===== src/rtl/tcw_pkg.sv =====
// Shared constants, types and helpers of the text console writer.
package tcw_pkg;

  localparam int COLUMNS   = 80;
  localparam int ROWS      = 25;
  localparam int CELLS     = ROWS * COLUMNS;

  localparam int ROW_W     = (ROWS > 1) ? $clog2(ROWS) : 1;
  localparam int COL_IDX_W = $clog2(COLUMNS);
  localparam int CCOL_W    = $clog2(COLUMNS + 1);
  localparam int ADDR_W    = $clog2(CELLS);

  localparam int CHAR_W    = 8;
  localparam int ATTR_W    = 8;
  localparam int CELL_W    = CHAR_W + ATTR_W;
  localparam int RROW_W    = 5;
  localparam int RCOL_W    = 7;
  localparam int OROW_W    = 5;
  localparam int OCOL_W    = 7;

  localparam logic [CHAR_W-1:0] BLANK_CODE = 8'h20;
  localparam logic [ATTR_W-1:0] CLEAR_ATTR = 8'h0F;
  localparam logic [ATTR_W-1:0] ATTR_RESET = 8'd15;

  localparam logic [CHAR_W-1:0] CH_NUL = 8'd0;
  localparam logic [CHAR_W-1:0] CH_BS  = 8'd8;
  localparam logic [CHAR_W-1:0] CH_TAB = 8'd9;
  localparam logic [CHAR_W-1:0] CH_NL  = 8'd10;
  localparam logic [CHAR_W-1:0] CH_CR  = 8'd13;

  localparam int TAB_STEP   = 4;
  localparam int ODD_BS_COL = 8;
  localparam int BS_ODD_NEXT  = (ODD_BS_COL + 1 > COLUMNS) ? COLUMNS : ODD_BS_COL + 1;
  localparam bit BS_ODD_WRITE = (ODD_BS_COL + 1 < COLUMNS);

  typedef enum logic [2:0] {
    CC_NUL,
    CC_NL,
    CC_CR,
    CC_BS,
    CC_TAB,
    CC_PRINT
  } chr_class_e;

  typedef struct packed {
    logic load;
    logic clr;
    logic nl;
    logic scroll;
    logic cr;
    logic bs;
    logic tab;
    logic prnt;
    logic rd;
    logic out;
  } dp_cmd_t;

  typedef struct packed {
    logic       clr_last;
    logic       is_read;
    chr_class_e ch_class;
    logic       col_full;
    logic       line_last;
    logic       scroll_last;
    logic       tab_last;
  } dp_status_t;

  function automatic chr_class_e classify(input logic [CHAR_W-1:0] ch);
    chr_class_e c;
    case (ch)
      CH_NUL:  c = CC_NUL;
      CH_NL:   c = CC_NL;
      CH_CR:   c = CC_CR;
      CH_BS:   c = CC_BS;
      CH_TAB:  c = CC_TAB;
      default: c = CC_PRINT;
    endcase
    return c;
  endfunction

endpackage


===== src/rtl/tcw_ctrl.sv =====
// Controller: sequences clear pass, put and read words, and the result handshake.
module tcw_ctrl (
  input  logic                clk_i,
  input  logic                rst_ni,
  input  logic                in_valid_i,
  output logic                in_ready_o,
  input  logic                out_ready_i,
  output logic                out_valid_o,
  input  tcw_pkg::dp_status_t status_i,
  output tcw_pkg::dp_cmd_t    cmd_o
);

  typedef enum logic [3:0] {
    ST_CLEAR,
    ST_IDLE,
    ST_DISPATCH,
    ST_NEWLINE,
    ST_SCROLL,
    ST_TAB,
    ST_PRINT,
    ST_READ,
    ST_FINISH
  } ctrl_state_e;

  ctrl_state_e state_q, state_d;
  ctrl_state_e after_nl;
  logic        out_valid_q, out_valid_d;

  always_comb begin
    case (status_i.ch_class)
      tcw_pkg::CC_TAB:   after_nl = ST_TAB;
      tcw_pkg::CC_PRINT: after_nl = ST_PRINT;
      default:           after_nl = ST_FINISH;
    endcase
  end

  always_comb begin
    state_d     = state_q;
    out_valid_d = out_valid_q && !out_ready_i;
    cmd_o       = '0;
    case (state_q)
      ST_CLEAR: begin
        cmd_o.clr = 1'b1;
        if (status_i.clr_last) state_d = ST_IDLE;
      end
      ST_IDLE: begin
        if (in_valid_i) begin
          cmd_o.load = 1'b1;
          state_d    = ST_DISPATCH;
        end
      end
      ST_DISPATCH: begin
        if (status_i.is_read) begin
          state_d = ST_READ;
        end else begin
          case (status_i.ch_class)
            tcw_pkg::CC_NUL: state_d = ST_FINISH;
            tcw_pkg::CC_CR: begin
              cmd_o.cr = 1'b1;
              state_d  = ST_FINISH;
            end
            tcw_pkg::CC_BS: begin
              cmd_o.bs = 1'b1;
              state_d  = ST_FINISH;
            end
            tcw_pkg::CC_NL:  state_d = ST_NEWLINE;
            tcw_pkg::CC_TAB: state_d = status_i.col_full ? ST_NEWLINE : ST_TAB;
            default:         state_d = status_i.col_full ? ST_NEWLINE : ST_PRINT;
          endcase
        end
      end
      ST_NEWLINE: begin
        cmd_o.nl = 1'b1;
        state_d  = status_i.line_last ? ST_SCROLL : after_nl;
      end
      ST_SCROLL: begin
        cmd_o.scroll = 1'b1;
        if (status_i.scroll_last) state_d = after_nl;
      end
      ST_TAB: begin
        cmd_o.tab = 1'b1;
        if (status_i.tab_last) state_d = ST_FINISH;
      end
      ST_PRINT: begin
        cmd_o.prnt = 1'b1;
        state_d    = ST_FINISH;
      end
      ST_READ: begin
        cmd_o.rd = 1'b1;
        state_d  = ST_FINISH;
      end
      ST_FINISH: begin
        if (!out_valid_q || out_ready_i) begin
          cmd_o.out   = 1'b1;
          out_valid_d = 1'b1;
          state_d     = ST_IDLE;
        end
      end
      default: state_d = ST_CLEAR;
    endcase
  end

  always_ff @(posedge clk_i or negedge rst_ni) begin
    if (!rst_ni) begin
      state_q     <= ST_CLEAR;
      out_valid_q <= 1'b0;
    end else begin
      state_q     <= state_d;
      out_valid_q <= out_valid_d;
    end
  end

  assign in_ready_o  = (state_q == ST_IDLE);
  assign out_valid_o = out_valid_q;

endmodule


===== config.mk =====
export PLATFORM = sky130hd
export DESIGN_NAME = tcw_ctrl
export DESIGN_NICKNAME = d
export VERILOG_FILES = /design/src/rtl/tcw_pkg.sv /design/src/rtl/tcw_ctrl.sv
export SDC_FILE = /design/constraint.sdc
export NUM_CORES = 1
export LEC_CHECK = 0
export BUFFER_PORTS_ARGS = -buffer_cell sky130_fd_sc_hd__buf_2
export CAP_MARGIN = 10
export CORE_AREA = 2 2 39 41
export CTS_CLUSTER_DIAMETER = 120
export DETAILED_ROUTE_END_ITERATION = 10
export DIE_AREA = 0 0 41 43
export PLACE_DENSITY = 0.74
export SYNTH_ARGS = -nofsm -noshare
export SYNTH_HDL_FRONTEND = slang
export SYNTH_SLANG_ARGS = --single-unit

===== constraint.sdc =====
create_clock -name clk_i -period 2.2 [get_ports clk_i]
set_input_delay 0.44 -clock clk_i [delete_from_list [all_inputs] [get_ports clk_i]]
set_output_delay 0.44 -clock clk_i [all_outputs]
set_load 0.05 [all_outputs]

# [After elaboration in Yosys (flattened, before gate mapping)]
# Index checks and enable logic that the tools add are counted.
[word_totals] inputBits=13 ram_bits=0 latchBits=0 memories=0 elab_cells=57 out_inout_bits=12 ff_bits=5 mem_bits_ro=0
[op_classes] bitwise=0 n_mux=28 n_shift=0 n_div=0 add_sub_neg=0 n_mul=0 n_reduce_logical=9 n_eq_ne=18 n_lt_le_gt_ge=0
[ops] op="$pmux W4 S8" n=1
[ops] op="$mux W4" n=7
[ops] op="$eq A4 B3 Y1 const B" n=4
[ops] op="$mux W1" n=14
[ops] op="$pmux W4 S3" n=1
[ops] op="$ne A2 B2 Y1 const B" n=5
[ops] op="$eq A4 B2 Y1 const B" n=2
[ops] op="$pmux W4 S2" n=1
[ops] op="$eq A3 B2 Y1 const B" n=2
[ops] op="$eq A3 B3 Y1 const B" n=2
[ops] op="$mux W3" n=2
[ops] op="$reduce_and A5 Y1" n=1
[ops] op="$eq A4 B1 Y1 const B" n=1
[ops] op="$eq A4 B4 Y1 const B" n=1
[ops] op="$logic_not A4 Y1" n=1
[ops] op="$mux W2" n=2
[ops] op="$eq A3 B1 Y1 const B" n=1
[ops] op="$logic_not A3 Y1" n=1
[ops] op="$reduce_or A3 Y1" n=1
[ops] op="$logic_not A1 Y1" n=2
[ops] op="$reduce_or A2 Y1" n=1
[ops] op="$logic_and A1 B1 Y1" n=1
[ops] op="$logic_or A1 B1 Y1" n=1

# [Logic depth before layout (Yosys ltp)]
[depth] depth_word=5 mapped_depth=5 ltp_nobuf=4

# [Least setup slack after synthesis]
# OpenSTA, ideal clock, no wires.
[synth_timing] kind="register -> output" start="reg state_q[2]" end="out cmd_o[9] (netlist bit)" stages_incl_launch_ff=4 slack_ns=-0.569 arrival_time_ns=2.329 path_buffers=1 t_required_ns=1.760 cell_sequence="dfrtp_1 buf_2 nor3_1 and2_1"
[synth_lines] element="start, declared" line="tcw_ctrl.sv:25" source="ctrl_state_e state_q, state_d;"
[synth_lines] element="start signal, assigned" line="tcw_ctrl.sv:108" source="state_q <= state_d;"
[synth_lines] element="end, declared" line="tcw_ctrl.sv:10" source="output tcw_pkg::dp_cmd_t cmd_o"

==> summary.txt <==
Power and ir drop
  – Switch Pwr: 0.611 mW
  – Sequential share of power: 14.2%
  – Internal power: 0.498 mW
  – Peak supply drop: 0.000621 V
  – Sw Share: 55.1%
  – Leakage power: 0.386 nW
  – Power per cell area: 1370 mW/mm2
  – Power share of the clock group: 8.9%
  – Comb pwr share: 76.8%

Drt
  – Final WL: 1.41 mm
  – DRT iter0 DRCs: 15
  – Drt pass-1 iters: 4
  – Vias: 630
  – Routed length per instance: 12.2 um
  – Routed Antenna Nets: 0
  – Number of remaining DRC errors: 0
  – Vias/cell: 5.48

STA
  – Measured slew at the worst slew-check pin: 0.401 ns
  – Final setup TNS: 0 ns
  – Final worst path period share: 96.2%
  – Final-report hold violation count: 0
  – Setup WS post-layout: 0.0838 ns
  – Slew headroom: 72.9%
  – Clk_skew: 0.00211 ns
  – Final Max Tran Viols: 0
  – Worst hold slack: 0.530 ns
  – # setup viols final: 0
  – Final min period: 2.12 ns
  – Fmax: 473 MHz

Worst setup path
  – WP data arrival: 1.68 ns
  – Setup Crit Path Kind: reg -> out
  – Crit path launch type: flop
  – Critical-path maximum fanout: 3
  – Worst setup EP type: primary output
  – Critical Path Slowest Stage Cell: or4b_4
  – Critical Path, Cell by Cell: or4b_4, nor3_4, and3_1, buf_6
  – Slowest cell delay on critical path: 0.58 ns
  – Critical Path RT: 1.76 ns

Floorplan
  – Initial Util: 41.9%
  – # rows: 14
  – Core area: 0.00138 mm2
  – Die ar.: 0.00176 mm2
  – Die Y-Extent: 43 um
  – Width of the die: 41 um
  – Io pins: 25

CTS
  – Root Buffer: clkbuf_4
  – Clock H-tree levels: 1
  – Setup Buffers After CTS: 0
  – Worst-Skew Late Latency: 0.23 ns
  – CTS max path bufs: 2
  – CTS tree: yes
  – CTS sink cnt: 5
  – Clock transition at the registers of the reported paths: 0.04 ns
  – CTS buffer count: 3

Outcome
  – Status: complete, no violations

Hold path
  – Worst Hold Class: in -> reg

Layout
  – Final nets: 113
  – Layout area overhead: 40.0%
  – Final Instance Area: 811 um2
  – Filler cells: 135
  – Commonest non-fill, non-tap cell in the layout: buf_2
  – Fin util: 58.6%
  – Ant diodes: 0
  – Commonest non-fill, non-tap cells in the layout: buf_2, nor2_1, inv_1, dfrtp_1
  – Layout cells sized above 1: 44.4%

Synth
  – Async S/R FF share, synth: 100%
  – Synth Net Count: 85
  – Syn Area/Cell: 8.05 um2
  – Sequential fraction of the synthesis area: 21.6%
  – Main synth FF type: dfrtp_1
  – Cells after synthesis: 72
  – Synthesis Warnings: 0
  – Synthesized area: 579 um2
  – Post-synth cell types: 36
  – Number of flops mapped to enable cells by yosys: 0
  – Register bit total from synthesis: 5

Place
  – Placement Cell Area: 744 um2
  – DPL Wire Length: 1.09 mm
  – GPL Wtd Cong: 0.864
  – I/O Buffers: 24
  – Setup WS pre-CTS: 0.158 ns

GRT
  – Largest net degree at the start of global routing: 15
  – Global-route wire length before repair: 2.15 mm
  – Initial antenna violation count: 0
  – GRT overflow: 0
  – Vias in the first global route: 536
  – Global Route Usage Sum: 17.6%

Run
  – Max-cap violations: 0
cells by family (layout without fill, tap and decap cells):
logic type,count (synthesis),in the layout,synth area share (%)
muxes,3,3,5.62
and+or+nand+nor,33,33,37.1
AOI/OAI and AO/OA,20,20,27.9
buffers and inverters,11,38,7.77
DFF,5,5,21.6
synthesized netlist by cell type, types with 2 or more instances:
cell type,count,share of area (%)
o21a_1,2,2.6
nor4_1,3,3.2
nor3b_1,4,5.2
dfrtp_1,5,22
mux2_2,2,3.9
o211ai_1,2,2.6
and3_1,2,2.2
nand2_1,2,1.3
buf_2,3,2.6
inv_1,5,3.2
nand2b_1,4,4.3
nor2_1,5,3.2
a21oi_1,3,2.6
o31ai_1,2,2.6
clkbuf_1,3,1.9
nor3_1,5,4.3
critical path: cells and delay by family (launching register included):
kind	cells	cell delay [ns]
buffers and inverters	1	0.16
and+or+nand+nor	3	0.91
DFF	1	0.38
power groups by stage:
stage               clock [mW]  combinational, mW  sequential, mW
floorplan                    0              0.634           0.186
global placement             0              0.838           0.152
detailed placement           0              0.842           0.157
CTS                      0.104              0.844           0.156
global route             0.115              0.918           0.161
finish                  0.0991              0.852           0.158
through the flow:
stage / instances / power (mW)
after floorplan: 72 / 0.820
after global placement: 110 / 0.990
after detailed placement: 110 / 0.999
after CTS: 114 / 1.10
after global routing: 115 / 1.19
final: 115 / 1.11
path summary, 6_finish.rpt:
| path | start | endpoint | slack [ns] | cells past startpoint |
|---|---|---|---|---|
| setup reg to reg | state_q[3]$_DFFE_PN0P_ | state_q[2]$_DFFE_PN0P_ | 0.63 | 5 |
| hold / removal | out_ready_i | out_valid_o$_DFF_PN0_ | 0.53 | 3 |
| min in group asynchronous | rst_ni | out_valid_o$_DFF_PN0_ | 0.54 | 2 |
| max in group asynchronous | rst_ni | state_q[2]$_DFFE_PN0P_ | 1.54 | 2 |
| hold reg to reg | out_valid_o$_DFF_PN0_ | out_valid_o$_DFF_PN0_ | 0.55 | 2 |
| setup / recovery | state_q[3]$_DFFE_PN0P_ | cmd_o[5] | 0.08 | 4 |
layout make-up:
class | instances | area, um2 | share of cell area [%]
inverter | 5 | 18.8 | 2.31
clock buffer | 4 | 26.3 | 3.24
multi-input combinational | 56 | 445 | 54.9
timing repair buffer | 29 | 175 | 21.6
tap | 16 | 20.0 | 2.47
sequential | 5 | 125 | 15.4
state kept, by name, indices dropped and copies added (netlist names):
| signal | cells |
|---|---|
| state_q | 4 |
| out_valid_o | 1 |
metal layers:
metal  vias to the layer above  share of wire (%)  GRT usage (%)
met4                         0                  0           8.00
met3                         0                5.1           3.14
met5                         -                  0              0
met2                        18                 49           28.1
li1                        329                  -              -
met1                       283                 46           21.9
repair_timing:
item / 4_1_cts / 5_1_grt
endpoints found under the hold margin: 0 / 3
hold buffers: 0 / 1
resized for setup: 3 / 5
endpoints found under the setup margin: 2 / 3
Note: power is estimated with default switching activity, not from simulation.
